--- src/hw/rtl/kwrf_pkg.sv ---
`default_nettype none

package kwrf_pkg;

  localparam int CharW   = 8;
  localparam int KeyW    = 64;
  localparam int KeyLenW = 4;
  localparam int CfgIdxW = 4;

  localparam logic [CfgIdxW-1:0] CFG_KEYWORD_BYTES  = CfgIdxW'(0);
  localparam logic [CfgIdxW-1:0] CFG_KEYWORD_LENGTH = CfgIdxW'(1);

  typedef struct packed {
    logic [CharW-1:0] out_char;
    logic             out_char_valid;
    logic             out_last;
    logic             all_removed;
  } result_t;

endpackage

`default_nettype wire

--- src/hw/rtl/keyword_removal_filter.sv ---
`default_nettype none

// Channel | Direction | Handshake                  | Payload
// in      | input     | in_valid_i / in_ready_o    | text_char_i, text_last_i
// out     | output    | out_valid_o / out_ready_i  | out_char_o, out_char_valid_o,
//         |           |                            | out_last_o, all_removed_o
// cfg     | input     | cfg_valid_i / cfg_ready_o  | cfg_index_i, cfg_data_i
//
// A character that is not the last of its text needs no further state, so one transaction a
// cycle is sustained while the output queue has space; the compare across the cell row decides
// match or emit in the cycle the character is taken. After the last character the filter flushes
// each character left in the window, then checks that it is empty and pushes the end marker.
// Shortening the keyword between characters adds extra checks and dropped cells.
// Reset is asynchronous and active low; no clearing pass follows it.
// Input stalls while the two-entry output queue is full; configuration is always accepted.
module keyword_removal_filter #(
  parameter int MAX_KEY_LEN = 8
) (
  input  wire                          clk_i,
  input  wire                          rst_ni,
  input  wire                          in_valid_i,
  output logic                         in_ready_o,
  input  wire [kwrf_pkg::CharW-1:0]    text_char_i,
  input  wire                          text_last_i,
  output logic                         out_valid_o,
  input  wire                          out_ready_i,
  output logic [kwrf_pkg::CharW-1:0]   out_char_o,
  output logic                         out_char_valid_o,
  output logic                         out_last_o,
  output logic                         all_removed_o,
  input  wire                          cfg_valid_i,
  output logic                         cfg_ready_o,
  input  wire [kwrf_pkg::CfgIdxW-1:0]  cfg_index_i,
  input  wire [kwrf_pkg::KeyW-1:0]     cfg_data_i
);
  import kwrf_pkg::*;

  localparam int FW = $clog2(MAX_KEY_LEN + 1);

  typedef enum logic [2:0] {
    S_RUN,
    S_LOOP,
    S_DROP,
    S_FLUSH,
    S_END
  } state_e;

  state_e           state_q, state_d;
  logic [FW-1:0]    fill_q, fill_d;
  logic [FW-1:0]    cnt_q, cnt_d;
  logic             last_q, last_d;
  logic             hold_v_q, hold_v_d;
  logic [CharW-1:0] hold_c_q, hold_c_d;
  logic             any_q, any_d;
  logic [KeyW-1:0]  keyword_q;
  logic [FW-1:0]    key_len_q;
  logic [KeyLenW-1:0] len_wr;
  logic [FW-1:0]    len_clamped;

  logic             space_ok;
  logic             app;
  logic             shift;
  logic             emit;
  logic             iterate;
  logic             cur_last;
  logic [FW-1:0]    nf;
  logic             match;
  logic             push;
  result_t          push_data;
  result_t          out_data;
  logic             fifo_full;

  logic [MAX_KEY_LEN:0][CharW-1:0] win;
  logic [MAX_KEY_LEN-1:0]          eq;

  assign win[MAX_KEY_LEN] = '0;

  for (genvar i = 0; i < MAX_KEY_LEN; i++) begin : g_cell
    kwrf_cell u_cell (
      .clk_i       (clk_i),
      .text_char_i (text_char_i),
      .key_char_i  (keyword_q[CharW*i +: CharW]),
      .load_i      (app && (fill_q == FW'(i))),
      .shift_i     (shift),
      .next_eff_i  (win[i+1]),
      .eff_o       (win[i]),
      .eq_o        (eq[i])
    );
  end

  always_comb begin
    match = 1'b1;
    for (int i = 0; i < MAX_KEY_LEN; i++) begin
      if ((FW'(i) < key_len_q) && !eq[i]) begin
        match = 1'b0;
      end
    end
  end

  // Configuration.
  assign cfg_ready_o = 1'b1;
  assign len_wr      = cfg_data_i[KeyLenW-1:0];

  always_comb begin
    if (len_wr == '0) begin
      len_clamped = FW'(1);
    end else if (len_wr > KeyLenW'(MAX_KEY_LEN)) begin
      len_clamped = FW'(MAX_KEY_LEN);
    end else begin
      len_clamped = FW'(len_wr);
    end
  end

  always_ff @(posedge clk_i or negedge rst_ni) begin
    if (!rst_ni) begin
      keyword_q <= '0;
      key_len_q <= FW'(1);
    end else if (cfg_valid_i) begin
      unique case (cfg_index_i)
        CFG_KEYWORD_BYTES:  keyword_q <= cfg_data_i;
        CFG_KEYWORD_LENGTH: key_len_q <= len_clamped;
        default: ;
      endcase
    end
  end

  assign space_ok   = !fifo_full;
  assign in_ready_o = (state_q == S_RUN) && space_ok;

  always_comb begin
    state_d   = state_q;
    fill_d    = fill_q;
    cnt_d     = cnt_q;
    last_d    = last_q;
    hold_v_d  = hold_v_q;
    hold_c_d  = hold_c_q;
    any_d     = any_q;
    app       = 1'b0;
    shift     = 1'b0;
    emit      = 1'b0;
    iterate   = 1'b0;
    push      = 1'b0;
    push_data = '0;
    cur_last  = last_q;
    nf        = fill_q;

    unique case (state_q)
      S_RUN: begin
        if (in_valid_i && space_ok) begin
          app      = 1'b1;
          nf       = fill_q + FW'(1);
          cur_last = text_last_i;
          last_d   = text_last_i;
          iterate  = 1'b1;
        end
      end
      S_LOOP: begin
        if (space_ok) begin
          iterate = 1'b1;
        end
      end
      S_DROP: begin
        if (space_ok) begin
          shift  = 1'b1;
          fill_d = fill_q - FW'(1);
          cnt_d  = cnt_q - FW'(1);
          if (cnt_q == FW'(1)) begin
            state_d = S_LOOP;
          end
        end
      end
      S_FLUSH: begin
        if (space_ok) begin
          if (fill_q == '0) begin
            state_d = S_END;
          end else begin
            emit   = 1'b1;
            shift  = 1'b1;
            fill_d = fill_q - FW'(1);
          end
        end
      end
      S_END: begin
        if (space_ok) begin
          push                     = 1'b1;
          push_data.out_char       = hold_v_q ? hold_c_q : '0;
          push_data.out_char_valid = hold_v_q;
          push_data.out_last       = 1'b1;
          push_data.all_removed    = !hold_v_q && !any_q;
          hold_v_d                 = 1'b0;
          any_d                    = 1'b0;
          last_d                   = 1'b0;
          state_d                  = S_RUN;
        end
      end
      default: state_d = S_RUN;
    endcase

    if (iterate) begin
      if (nf >= key_len_q) begin
        if (match) begin
          if (nf == key_len_q) begin
            fill_d  = '0;
            state_d = cur_last ? S_FLUSH : S_RUN;
          end else begin
            fill_d  = nf;
            cnt_d   = key_len_q;
            state_d = S_DROP;
          end
        end else begin
          emit   = 1'b1;
          shift  = 1'b1;
          fill_d = nf - FW'(1);
          if ((nf - FW'(1)) >= key_len_q) begin
            state_d = S_LOOP;
          end else begin
            state_d = cur_last ? S_FLUSH : S_RUN;
          end
        end
      end else begin
        fill_d  = nf;
        state_d = cur_last ? S_FLUSH : S_RUN;
      end
    end

    // On the last character of a text the newest kept character waits in a holding
    // register until it is known whether it is the final result.
    if (emit) begin
      any_d = 1'b1;
      if (cur_last) begin
        if (hold_v_q) begin
          push                     = 1'b1;
          push_data.out_char       = hold_c_q;
          push_data.out_char_valid = 1'b1;
        end
        hold_c_d = win[0];
        hold_v_d = 1'b1;
      end else begin
        push                     = 1'b1;
        push_data.out_char       = win[0];
        push_data.out_char_valid = 1'b1;
      end
    end
  end

  always_ff @(posedge clk_i or negedge rst_ni) begin
    if (!rst_ni) begin
      state_q  <= S_RUN;
      fill_q   <= '0;
      cnt_q    <= '0;
      last_q   <= 1'b0;
      hold_v_q <= 1'b0;
      any_q    <= 1'b0;
    end else begin
      state_q  <= state_d;
      fill_q   <= fill_d;
      cnt_q    <= cnt_d;
      last_q   <= last_d;
      hold_v_q <= hold_v_d;
      any_q    <= any_d;
    end
  end

  always_ff @(posedge clk_i) begin
    hold_c_q <= hold_c_d;
  end

  kwrf_out_fifo u_out_fifo (
    .clk_i       (clk_i),
    .rst_ni      (rst_ni),
    .push_i      (push),
    .push_data_i (push_data),
    .full_o      (fifo_full),
    .valid_o     (out_valid_o),
    .ready_i     (out_ready_i),
    .data_o      (out_data)
  );

  assign out_char_o       = out_data.out_char;
  assign out_char_valid_o = out_data.out_char_valid;
  assign out_last_o       = out_data.out_last;
  assign all_removed_o    = out_data.all_removed;

  a_run_fill_bound: assert property (@(posedge clk_i) disable iff (!rst_ni)
    (state_q == S_RUN) |-> (fill_q < FW'(MAX_KEY_LEN)))
    else $error("Window holds too many characters between transactions.");

  a_hold_only_last: assert property (@(posedge clk_i) disable iff (!rst_ni)
    hold_v_q |-> last_q)
    else $error("Held character outside the final character of a text.");

  a_end_empty: assert property (@(posedge clk_i) disable iff (!rst_ni)
    (state_q == S_END) |-> (fill_q == '0))
    else $error("Window not empty at the end of a text.");

  a_end_resets: assert property (@(posedge clk_i) disable iff (!rst_ni)
    ((state_q == S_END) && space_ok) |=> (!hold_v_q && !any_q && !last_q))
    else $error("Text state not cleared after the end marker.");

  a_no_push_when_full: assert property (@(posedge clk_i) disable iff (!rst_ni)
    fifo_full |-> !push)
    else $error("Result pushed into a full output queue.");

endmodule

`default_nettype wire

--- src/hw/rtl/kwrf_cell.sv ---
`default_nettype none

module kwrf_cell (
  input  wire                     clk_i,
  input  wire [kwrf_pkg::CharW-1:0] text_char_i,
  input  wire [kwrf_pkg::CharW-1:0] key_char_i,
  input  wire                     load_i,
  input  wire                     shift_i,
  input  wire [kwrf_pkg::CharW-1:0] next_eff_i,
  output logic [kwrf_pkg::CharW-1:0] eff_o,
  output logic                    eq_o
);
  import kwrf_pkg::*;

  logic [CharW-1:0] char_q;
  logic [CharW-1:0] char_d;

  // The cell presents its contents with the incoming character already placed in it.
  assign eff_o  = load_i ? text_char_i : char_q;
  assign eq_o   = (eff_o == key_char_i);
  assign char_d = shift_i ? next_eff_i : eff_o;

  always_ff @(posedge clk_i) begin
    char_q <= char_d;
  end

endmodule

`default_nettype wire

--- src/hw/rtl/kwrf_out_fifo.sv ---
`default_nettype none

module kwrf_out_fifo (
  input  wire                     clk_i,
  input  wire                     rst_ni,
  input  wire                     push_i,
  input  wire kwrf_pkg::result_t  push_data_i,
  output logic                    full_o,
  output logic                    valid_o,
  input  wire                     ready_i,
  output kwrf_pkg::result_t       data_o
);
  import kwrf_pkg::*;

  result_t    mem_q [2];
  logic       wr_ptr_q;
  logic       rd_ptr_q;
  logic [1:0] count_q;
  logic [1:0] count_d;
  logic       pop;

  assign valid_o = (count_q != 2'd0);
  assign full_o  = (count_q == 2'd2);
  assign pop     = valid_o && ready_i;
  assign data_o  = mem_q[rd_ptr_q];

  always_comb begin
    count_d = count_q;
    if (push_i && !pop) begin
      count_d = count_q + 2'd1;
    end else if (pop && !push_i) begin
      count_d = count_q - 2'd1;
    end
  end

  always_ff @(posedge clk_i or negedge rst_ni) begin
    if (!rst_ni) begin
      wr_ptr_q <= 1'b0;
      rd_ptr_q <= 1'b0;
      count_q  <= 2'd0;
    end else begin
      count_q <= count_d;
      if (push_i) begin
        wr_ptr_q <= ~wr_ptr_q;
      end
      if (pop) begin
        rd_ptr_q <= ~rd_ptr_q;
      end
    end
  end

  always_ff @(posedge clk_i) begin
    if (push_i) begin
      mem_q[wr_ptr_q] <= push_data_i;
    end
  end

endmodule

`default_nettype wire
--- config.mk ---
export PLATFORM = sky130hd
export DESIGN_NAME = keyword_removal_filter
export DESIGN_NICKNAME = d
export VERILOG_FILES = /design/src/hw/rtl/kwrf_pkg.sv /design/src/hw/rtl/keyword_removal_filter.sv /design/src/hw/rtl/kwrf_cell.sv /design/src/hw/rtl/kwrf_out_fifo.sv
export SDC_FILE = /design/constraint.sdc
export NUM_CORES = 1
export LEC_CHECK = 0
export ABC_AREA = 0
export BUFFER_PORTS_ARGS = -buffer_cell sky130_fd_sc_hd__buf_2
export CORE_ASPECT_RATIO = 1.5
export CORE_UTILIZATION = 55
export DETAILED_ROUTE_END_ITERATION = 6
export PLACE_DENSITY_LB_ADDON = 0.05
export SYNTH_ARGS = -nofsm -noshare
export SYNTH_HDL_FRONTEND = slang
export SYNTH_SLANG_ARGS = --single-unit
--- constraint.sdc ---
create_clock -name clk_i -period 12.8 [get_ports clk_i]
set_input_delay 0.64 -clock clk_i [delete_from_list [all_inputs] [get_ports clk_i]]
set_output_delay 0.64 -clock clk_i [all_outputs]
set_load 0.05 [all_outputs]
==> impl_metrics.csv, run 1 <==
group,metric,value,unit
die,die_area,17990,um^2
synthesis,syn_avg_cell_area,10.03,um^2
worst_setup_path,cp_num_cells,14,
worst_setup_path,crit_arrival,5850,ps
power,ir_drop,0.1756,mV
die,initial_core_util,56.74,%
routing,viasPerCell,6.160,
worst_setup_path,r2r_cells,14,
synthesis,synth_edf_count,30,
worst_setup_path,critPathCapture,"g_cell[5].u_cell.char_q[1]",
clock_network,cts-root-buf,"clkbuf_16",
global_route,grt_start_max_net_pins,72,
timing,layout_min_cycle_time,5475,ps
placement,numPortBuffers,94,
synthesis,syn_area,9594,um^2
timing,rsz0062_at_grt,"false",
die,core,16910,um^2
timing,min_period_over_period,42.77,%
synthesis,synthArstFlopShare,47.78,%
worst_setup_path,cp.required,13180,ps
synthesis,synth_nets,1056,
synthesis,ys_seq_elements,180,
routing,drt_drc_violations_left,0,
clock_network,cts_made_buffers,17,
clock_network,cts_hold_buf,0,
timing,skew,10.92,ps
run_status,status,"finished, final reports clean",
worst_setup_path,crit_type,"reg2reg",
synthesis,yosysTopAreaCell,"dfrtp_1",
clock_network,cts.sinks,180,
die,die_y,163.8,um
worst_setup_path,timing.critical_path.fanout_max,59,
clock_network,postCtsSetupRepairBufs,0,
power,leakage,4.548,nW
cells_and_area,fin_nets,1124,
die,core.rowCount,58,
routing,drt-total-wl,25510,um
flow_run,maxCapViolCount,0,
global_route,grt_antenna_before_repair,0,
synthesis,synth.distinct_cells,76,
timing,slew_viol_final,0,
routing,wl_per_cell,20.44,um
clock_network,cts_tree,"built",
placement,dp_hpwl,18830,um
timing,holdWs,185.2,ps
timing,hold_viol,0,
worst_setup_path,worstPathCellList,"inv_1 -> ha_1 -> or3b_2 -> nor4_4 -> mux2i_1 -> xor2_1 -> nand4_1 -> o32ai_1 -> o2111ai_1 -> o21ai_1 -> nand2_1 -> buf_4 -> a32oi_1 -> o221a_1",
synthesis,synth.yosys.seq_area_share,45.19,%
clock_network,ctsResizeCount,0,
clock_network,clk_transition_reported_paths,70,ps
timing,worstMarginPinSlew,1213,ps
worst_setup_path,cp_slowest_cell,"o21ai_1",
timing,fmax,182.7,MHz
worst_hold_path,hold_class,"in2async",
worst_setup_path,reg2reg_slack,7330,ps
routing,dr.first_iter.drc_count,509,
power,p_per_area,267.0,nW/um^2
clock_network,ctsHtreeMaxLevel,4,
synthesis,synth.area.top_cells,"dfrtp_1 (22%), dfxtp_1 (13%), edfxtp_1 (9.4%)",
worst_setup_path,path_delay_family,"compound AO/OA/AOI/OAI gates",
routing,drt-pass1-iter-count,5,
clock_network,insertion_delay,440,ps
routing,vias,7688,
worst_setup_path,endpoint_kind,"register",
die,num_io_pins,96,
cells_and_area,mostFrequentLayoutCell,"buf_2",
routing,ant_nets,0,
worst_setup_path,slowest_delay,970,ps
power,fin_total_pwr,2.869,mW
synthesis,yosys_warnings,0,
cells_and_area,final_cell_mix,"buf_2 (93), dfrtp_1 (85), nand2_1 (84)",
global_route,groute.usage.overall,29.89,%
worst_setup_path,timing.rr.end,"g_cell[5].u_cell.char_q[1]",
worst_setup_path,cp-startpoint,"fill_q[0]",
cells_and_area,drive_above_1_share,20.52,%
die,die_w,109.8,um
cells_and_area,fillers,1437,
worst_setup_path,cp_num_buf_inv,2,
global_route,grt_overflow,0,
cells_and_area,antennaDiodeCount,0,
synthesis,synth_top_area_share,22.17,%
worst_setup_path,r2r_start,"fill_q[0]",
synthesis,synth_cells,957,
worst_setup_path,worst_setup_path_start_kind,"register",
cells_and_area,syn_to_final_growth,11.99,%
clock_network,clockBufferDepth,2,
synthesis,ys.flop_type,"dfrtp_1",
timing,slew-limit-headroom,18.57,%
timing,setup_viol,0,
timing,fin_setup_tns,0,ps
global_route,grt_pass1_wl,40140,um
placement,place.gp.congestion,0.8679,
global_route,grt_pass1_vias,7546,
how the worst min path moves through the flow:
stage                                    start                         end  slack, ps  cells after the start
finish                                  rst_ni               keyword_q[57]        190                      1
global route                            rst_ni               keyword_q[57]        240                      1
CTS                                     rst_ni                   fill_q[3]        200                      1
detailed placement  g_cell[2].u_cell.char_q[0]  g_cell[2].u_cell.char_q[0]        470                      1
global placement    g_cell[2].u_cell.char_q[0]  g_cell[2].u_cell.char_q[0]        470                      1
floorplan                               rst_ni                       any_q        340                      0
power breakdown:
group          leakage (nW)  switching (mW)  internal [mW]
combinational          2.42           0.792          0.537
clock                 0.277           0.231          0.291
sequential             1.85           0.193          0.825
total                  4.55            1.22           1.65
per-stage QoR:
step | setup WS [ps] | std cells | area [um^2] | util, %
CTS | 7311 | 1248 | 10740 | 63.54
floorplan | 8361 | 957 | 9594 | -
finish | 7325 | 1248 | 10740 | 63.54
detailed placement | 7285 | 1216 | 10160 | 60.09
global route | 6883 | 1248 | 10740 | 63.54
global placement | 7446 | 1216 | 10160 | 60.09
area by class of cell:
type | instances | area [um^2] | share of cell area [%]
Clock buffer | 19 | 432.9 | 4.029
Clock inverter | 13 | 150.1 | 1.397
Inverter | 57 | 214.0 | 1.991
Multi-Input combinational cell | 669 | 4831 | 44.96
Sequential cell | 180 | 4335 | 40.35
Tap cell | 210 | 262.8 | 2.446
Timing Repair Buffer | 100 | 518.0 | 4.821
registers in the layout, summed over array words and instances (netlist names):
signal                count
g_cell.u_cell.char_q     64
fill_q                    4
cnt_q                     4
hold_v_q                  1
key_len_q                 4
u_out_fifo.mem_q         22
state_q                   3
u_out_fifo.count_q        2
last_q                    1
u_out_fifo.wr_ptr_q       1
any_q                     1
u_out_fifo.rd_ptr_q       1
keyword_q                64
hold_c_q                  8
cells by family (layout without fill, tap and decap cells):
logic type	count (synthesis)	count (layout)	share of synthesized area, %
AO/OA/AOI/OAI	216	216	16.50
XOR/XNOR	84	84	7.668
adder cells (fa/ha/maj)	17	17	2.217
buffers and inverters	108	189	4.525
flip-flops	180	180	45.19
multiplexers	96	96	10.94
other	1	1	0.03909
AND/OR/NAND/NOR	255	255	12.92
metal layers:
metal / vias to the layer above / share of wire (%) / track usage, % / wire length, um
met5: - / 0 / 0 / 0
met4: 0 / 4.4 / 15.39 / 1115
met3: 77 / 5.6 / 4.802 / 1437
met2: 304 / 51 / 52.02 / 13060
met1: 3699 / 39 / 34.87 / 9897
li1: 3608 / - / - / -
worst reg2reg max path, cell delays in order (launching register included):
cell and delay [ps]:
dfrtp_1 490, inv_1 190, ha_1 250, or3b_2 540, nor4_4 560, mux2i_1 410, xor2_1 200, nand4_1 150
o32ai_1 210, o2111ai_1 200, o21ai_1 970, nand2_1 140, buf_4 350, a32oi_1 480, o221a_1 260
cells in the mapped netlist (28+ instances only):
library cell,n
dfrtp_1,85
nand2_1,84
nor2_1,76
mux2_2,69
dfxtp_1,64
inv_1,57
a21oi_1,43
xnor2_1,42
xor2_1,42
o21ai_0,35
clkbuf_1,33
edfxtp_1,30
o221a_1,28
No activity file was read; power rests on OpenSTA's default activity.
==> run 2, diff against run 1 <==
- ABC_AREA: 0 -> 1
- clock period: 12.8 -> 5.6 ns (I/O delays scaled with it)
==> run 2 against run 1 <==
- count of clock-buffer cells in the layout grew 2
- die area grew 1.9%
- area after synthesis grew 1.9%
- critical endpoint is now u_out_fifo.mem_q[1][0]
- largest cell class unchanged
- highest routed layer unchanged
==> impl_metrics.csv, run 2 <==
group,metric,value,unit
run_status,status,"finished, final reports clean",
flow_run,maxCapViolCount,0,
timing,fmax,220.2,MHz
timing,layout_min_cycle_time,4540,ps
power,leakage,5.410,nW
clock_network,postCtsSetupRepairBufs,0,
cells_and_area,stdcell_count,1624,
clock_network,insertion_delay,440,ps
synthesis,synth_top_area_share,21.75,%
worst_setup_path,critPathCapture,"u_out_fifo.mem_q[1][0]",
routing,drt_drc_violations_left,0,
die,initial_core_util,56.37,%
placement,dp_hpwl,18790,um
clock_network,clockBufferDepth,2,
cells_and_area,drive_above_1_share,13.89,%
worst_setup_path,timing.rr.end,"u_out_fifo.mem_q[1][0]",
cells_and_area,reg_top3,"g_cell.u_cell.char_q (64), keyword_q (64), u_out_fifo.mem_q (22)",
placement,place.gp.congestion,0.9431,
placement,placedCellCount,1591,
worst_setup_path,crit_arrival,4600,ps
synthesis,synth.area.top_cells,"dfrtp_1 (22%), nand2_1 (17%), dfxtp_1 (13%)",
global_route,grt_pass1_wl,40340,um
routing,drt-pass1-iter-count,5,
routing,drt-total-wl,24970,um
timing,min_period_over_period,81.08,%
worst_setup_path,endpoint_kind,"register",
placement,numPortBuffers,94,
routing,viasPerCell,5.339,
worst_setup_path,worst_setup_path_start_kind,"register",
worst_setup_path,cp-startpoint,"fill_q[0]",
clock_network,cts-root-buf,"clkbuf_16",
synthesis,yosysMostFrequentCell,"nand2_1",
synthesis,syn_area,9779,um^2
synthesis,synth.distinct_cells,40,
synthesis,yosys_warnings,0,
global_route,grt_pass1_vias,8166,
synthesis,synth_edf_count,30,
clock_network,cts_made_buffers,17,
synthesis,synth_cells,1321,
routing,vias,8671,
die,die_y,165.3,um
synthesis,synthArstFlopShare,47.78,%
synthesis,yosysTopAreaCell,"dfrtp_1",
worst_hold_path,hold_class,"in2reg",
die,die_area,18330,um^2
cells_and_area,fillers,1627,
routing,wl_per_cell,15.38,um
clock_network,cts_hold_buf,1,
power,fin_total_pwr,6.211,mW
die,core,17350,um^2
worst_setup_path,timing.critical_path.fanout_max,13,
routing,ant_nets,0,
global_route,grt_start_max_net_pins,69,
timing,hold_viol,0,
synthesis,syn_avg_cell_area,7.403,um^2
clock_network,clk_transition_reported_paths,70,ps
worst_setup_path,crit_type,"reg2reg",
power,p_per_area,567.7,nW/um^2
worst_setup_path,cp.required,5660,ps
synthesis,synth_nets,1420,
die,num_io_pins,96,
routing,dr.first_iter.drc_count,523,
die,die_w,110.9,um
cells_and_area,fin_nets,1497,
power,ir_drop,0.4159,mV
cells_and_area,antennaDiodeCount,0,
clock_network,cts.sinks,180,
cells_and_area,final_cell_mix,"nand2_1 (435), inv_1 (148), nand3_1 (118)",
clock_network,cts_tree,"built",
timing,rsz0062_at_grt,"false",
timing,slew_viol_final,0,
worst_setup_path,r2r_cells,20,
global_route,groute.usage.overall,28.31,%
timing,skew,9.243,ps
die,core.rowCount,59,
worst_setup_path,reg2reg_slack,1060,ps
synthesis,ys.flop_type,"dfrtp_1",
timing,fin_setup_tns,0,ps
timing,slew-limit-headroom,30.59,%
synthesis,synthTopCellsByCount,"nand2_1 (435), inv_1 (148), nand3_1 (119), nor2_1 (98), dfrtp_1 (85)",
clock_network,ctsResizeCount,0,
global_route,grt_antenna_before_repair,0,
timing,worstMarginPinSlew,1041,ps
synthesis,ys_seq_elements,180,
worst_setup_path,r2r_start,"fill_q[0]",
synthesis,synth.yosys.seq_area_share,44.33,%
cells_and_area,mostFrequentLayoutCell,"nand2_1",
clock_network,ctsHtreeMaxLevel,4,
cells_and_area,syn_to_final_growth,11.86,%
cells_and_area,utilization,63.06,%
global_route,grt_overflow,0,
timing,setup_viol,0,
run 2: cell count changes after synthesis, moves of 31 or more:
cell     delta
o21ai_1    +34
xor2_1     -31
inv_1      +91
nand2_1   +351
nand3_1   +103
xnor2_1    -35
mux2_2     -45
run 2: cell type report:
type / instances / area, um^2 / area share [%]
multi-input cells: 941 / 4609 / 42.14
clock inverters: 11 / 140.1 / 1.281
well taps: 213 / 266.5 / 2.436
flip-flops and latches: 180 / 4335 / 39.63
repair buffers: 101 / 528.0 / 4.827
inverters: 157 / 589.3 / 5.387
clock buffers: 21 / 470.5 / 4.301
run 2: where the power goes:
| group | total, mW | switching (mW) | internal (mW) |
|---|---|---|---|
| clock | 1.24 | 0.539 | 0.706 |
| sequential | 2.04 | 0.235 | 1.80 |
| combinational | 2.93 | 2.05 | 0.884 |
run 2: through the flow:
stage	cell area, um^2	hold slack, ps	setup slack (ps)
final	10940	64.25	1060
after global routing	10940	60.95	667.4
after CTS	10940	59.02	1086
after detailed placement	10320	285.1	1127
after global placement	10320	277.2	1117
after floorplan	9779	-15.59	1911
run 2: worst max-delay path, cell delays in order, from the launching register on:
cell and delay (ps):
dfrtp_1 460, inv_1 170, ha_1 170, inv_1 70, nor2_2 470, nand3_1 500
nand2_1 250, nand2_1 150, nand2_1 90, nand2_1 50, nand2_1 90, nor2_1 50
nand2_1 50, a21oi_1 60, nand3_1 110, nand2_2 100, nand2_2 120, nand2_2 80
nand2_4 110, o21ai_0 180, a21oi_1 850
run 2: how the worst min path moves through the flow:
stage / to / startpoint / slack, ps / depth (start not counted)
global placement: keyword_q[4] / rst_ni / 280 / 1
floorplan: any_q / rst_ni / -20 / 0
global route: keyword_q[49] / cfg_data_i[49] / 60 / 2
detailed placement: keyword_q[4] / rst_ni / 290 / 1
CTS: keyword_q[50] / cfg_data_i[50] / 60 / 2
finish: keyword_q[50] / cfg_data_i[50] / 60 / 2
run 2: per-layer routing:
metal  track usage (%)  vias up  wire length (um)
met1             32.06     3977             10130
li1                  -     4397                 -
met2             51.98      231             12820
met4             13.76        0               985
met3             4.416       66              1030
met5                 0        -                 0
run 2: kinds of logic after synthesis:
logic type,synth area share (%)
flops,44.33
compound gates,8.841
simple gates,31.58
mux,2.764
xor+xnor,1.612
other cells,0.03835
fa+ha+maj,2.175
buf+inv,8.662
==> run 3, diff against run 2 <==
- CORE_UTILIZATION: 55 -> 54
- clock period: 5.6 -> 3.7 ns (I/O delays scaled with it)
==> run 3 against run 2 <==
- the flow now finishes with violations (design-rule violations, negative hold slack)
- clock skew is 2.2 ps lower
- hold slack worse by 67 ps
- sequential share of layout area is 3.4 points lower
- register-to-register slack worse by 860 ps
- global-route usage is 0.52 points higher
- power is 62% higher
- die area is 1.8% higher
- cell count is 5.8% higher
- utilization is 5.1 points higher
- routed wire length is 7.4% higher
- largest power group unchanged
==> impl_metrics.csv, run 3 (synthesis gave the netlist of run 2 again) <==
group,metric,value,unit
worst_setup_path,worst_setup_path_start_kind,"register",
routing,ant_nets,0,
timing,setup_viol,0,
run_status,status,"finished, violations left",
cells_and_area,fin_nets,1592,
power,ir_drop,0.4139,mV
worst_setup_path,crit_arrival,3620,ps
timing,slew_viol_final,0,
global_route,grt_antenna_before_repair,0,
die,core,17570,um^2
global_route,grt_pass1_vias,8512,
cells_and_area,antennaDiodeCount,0,
timing,skew,7.075,ps
worst_setup_path,timing.critical_path.fanout_max,11,
timing,slew-limit-headroom,31.81,%
die,die_y,166.8,um
worst_setup_path,worstPathCellList,"inv_2 -> nand2_4 -> nor2_8 -> nand4_1 -> xor2_2 -> inv_1 -> ha_1 -> nand2_1 -> o21ba_2 -> nor3_2 -> inv_1 -> nand2_1 -> inv_1 -> nand2_2 -> nand2_4 -> o21ai_0 -> nand2_1 -> nand2_1 -> clkinvlp_4",
global_route,gr-max-usage-layer,"met2",
cells_and_area,reg_top3,"g_cell.u_cell.char_q (64), keyword_q (64), u_out_fifo.mem_q (22)",
worst_setup_path,path_delay_family,"simple AND/OR/NAND/NOR gates",
routing,drt-total-wl,26830,um
timing,setup_slack,200.1,ps
clock_network,insertion_delay,430,ps
cells_and_area,drive_above_1_share,17.93,%
cells_and_area,final_cell_mix,"nand2_1 (426), inv_1 (144), nand3_1 (116)",
clock_network,cts_tree,"built",
timing,hold_viol,1,
clock_network,ctsHtreeMaxLevel,4,
worst_setup_path,endpoint_kind,"register",
clock_network,clk_transition_reported_paths,70,ps
power,swShare,44.53,%
global_route,use_met3,3.894,%
global_route,groute.usage.overall,28.83,%
power,p_seq_share,30.4,%
routing,viasPerCell,5.280,
cells_and_area,multiInputGateArea,4740,um^2
routing,drt-pass1-iter-count,7,
cells_and_area,syn_to_final_growth,22.38,%
die,die_w,111.9,um
power,p_int,5.588,mW
global_route,grt_overflow,0,
global_route,grt_start_max_net_pins,71,
routing,wl_per_cell,15.61,um
worst_setup_path,cp.required,3820,ps
clock_network,cts_made_buffers,17,
placement,dp_hpwl,19500,um
routing,vias,9077,
worst_hold_path,hold_class,"in2reg",
timing,layout_min_cycle_time,3500,ps
power,p_clk_share,18.7,%
die,num_io_pins,96,
global_route,grt_pass1_wl,41590,um
worst_setup_path,slowest_delay,470,ps
placement,numPortBuffers,94,
power,leakage,5.895,nW
worst_setup_path,crit_path_frequent_cell,"nand2_1",
die,initial_core_util,55.66,%
clock_network,cts-root-buf,"clkbuf_16",
run_status,violations,"design-rule violations, negative hold slack",
power,pwr-share-comb,50.9,%
cells_and_area,fillers,1513,
timing,holdWs,-2.793,ps
placement,place.gp.congestion,0.9245,
die,core.rowCount,59,
timing,fmax,285.7,MHz
routing,dr.first_iter.drc_count,619,
die,die_area,18660,um^2
global_route,met2_usage,55.23,%
timing,min_period_over_period,94.59,%
clock_network,cts.sinks,180,
routing,drt_drc_violations_left,8,
cells_and_area,seq_area,4337,um^2
placement,post-place-ws,35.84,ps
power,p_per_area,841.8,nW/um^2
global_route,use_met1,31.90,%
worst_setup_path,crit_type,"reg2reg",
flow_run,maxCapViolCount,0,
cells_and_area,mostFrequentLayoutCell,"nand2_1",
power,p_switching,4.486,mW
worst_setup_path,cp_num_buf_inv,5,
clock_network,clockBufferDepth,2,
worst_setup_path,cp_slowest_cell,"dfrtp_1",
timing,worstMarginPinSlew,1023,ps
[run 3: tightest hold or removal path, cell delays in order]
cell and delay [ps]:
buf_2 70, nor2_1 30, a21oi_1 100
[run 3: timing repair]
action / CTS / global route
setup buffers: 0 / 7
endpoints found under the hold margin: 111 / 0
hold buffers: 44 / 0
setup endpoints to repair: 0 / 39
gates resized for setup: 0 / 34
[run 3: area by class of cell]
class / count / area share, %
Clock inverter: 12 / 1.411
Inverter: 157 / 4.956
Multi-Input combinational cell: 942 / 39.60
Clock buffer: 20 / 3.649
Sequential cell: 180 / 36.24
Timing Repair Buffer: 195 / 11.92
Tap cell: 213 / 2.227
[run 3: worst paths after layout]
kind	startpoint	endpoint	slack, ps	depth (start not counted)
setup / recovery	state_q[0]	u_out_fifo.mem_q[0][6]	200	19
hold / removal	cfg_data_i[42]	keyword_q[42]	-3	3
setup reg to reg	state_q[0]	u_out_fifo.mem_q[0][6]	200	19
hold reg to reg	any_q	any_q	520	2
max in group asynchronous	rst_ni	keyword_q[53]	2410	3
min in group asynchronous	rst_ni	keyword_q[10]	470	2
[run 3: power groups by stage]
| stage | Clock (mW) | Combinational [mW] | Sequential [mW] |
|---|---|---|---|
| after floorplan | 0 | 3.59 | 2.98 |
| after global placement | 0 | 4.72 | 3.08 |
| after detailed placement | 0 | 4.79 | 3.09 |
| after CTS | 1.91 | 4.86 | 3.05 |
| after global routing | 1.98 | 5.69 | 3.12 |
| final | 1.89 | 5.12 | 3.06 |
[run 3: routing by layer]
metal | vias up | share of wire, % | wire length, um
met2 | 261 | 53 | 14290
met1 | 4195 | 40 | 10790
met3 | 48 | 4.0 | 1086
met4 | 0 | 2.5 | 666
li1 | 4573 | - | -
met5 | - | 0 | 0
[run 3: per-stage QoR]
step / cells / TNS (ps) / area, um^2 / utilization (%) / total power [mW]
final: 1719 / 0 / 11970 / 68.12 / 10.07
after global routing: 1719 / -620.5 / 11970 / 68.12 / 10.79
after CTS: 1709 / 0 / 11720 / 66.69 / 9.817
after detailed placement: 1633 / 0 / 10670 / 60.74 / 7.879
after global placement: 1633 / 0 / 10670 / 60.74 / 7.792
after floorplan: 1321 / 0 / 9779 / - / 6.568
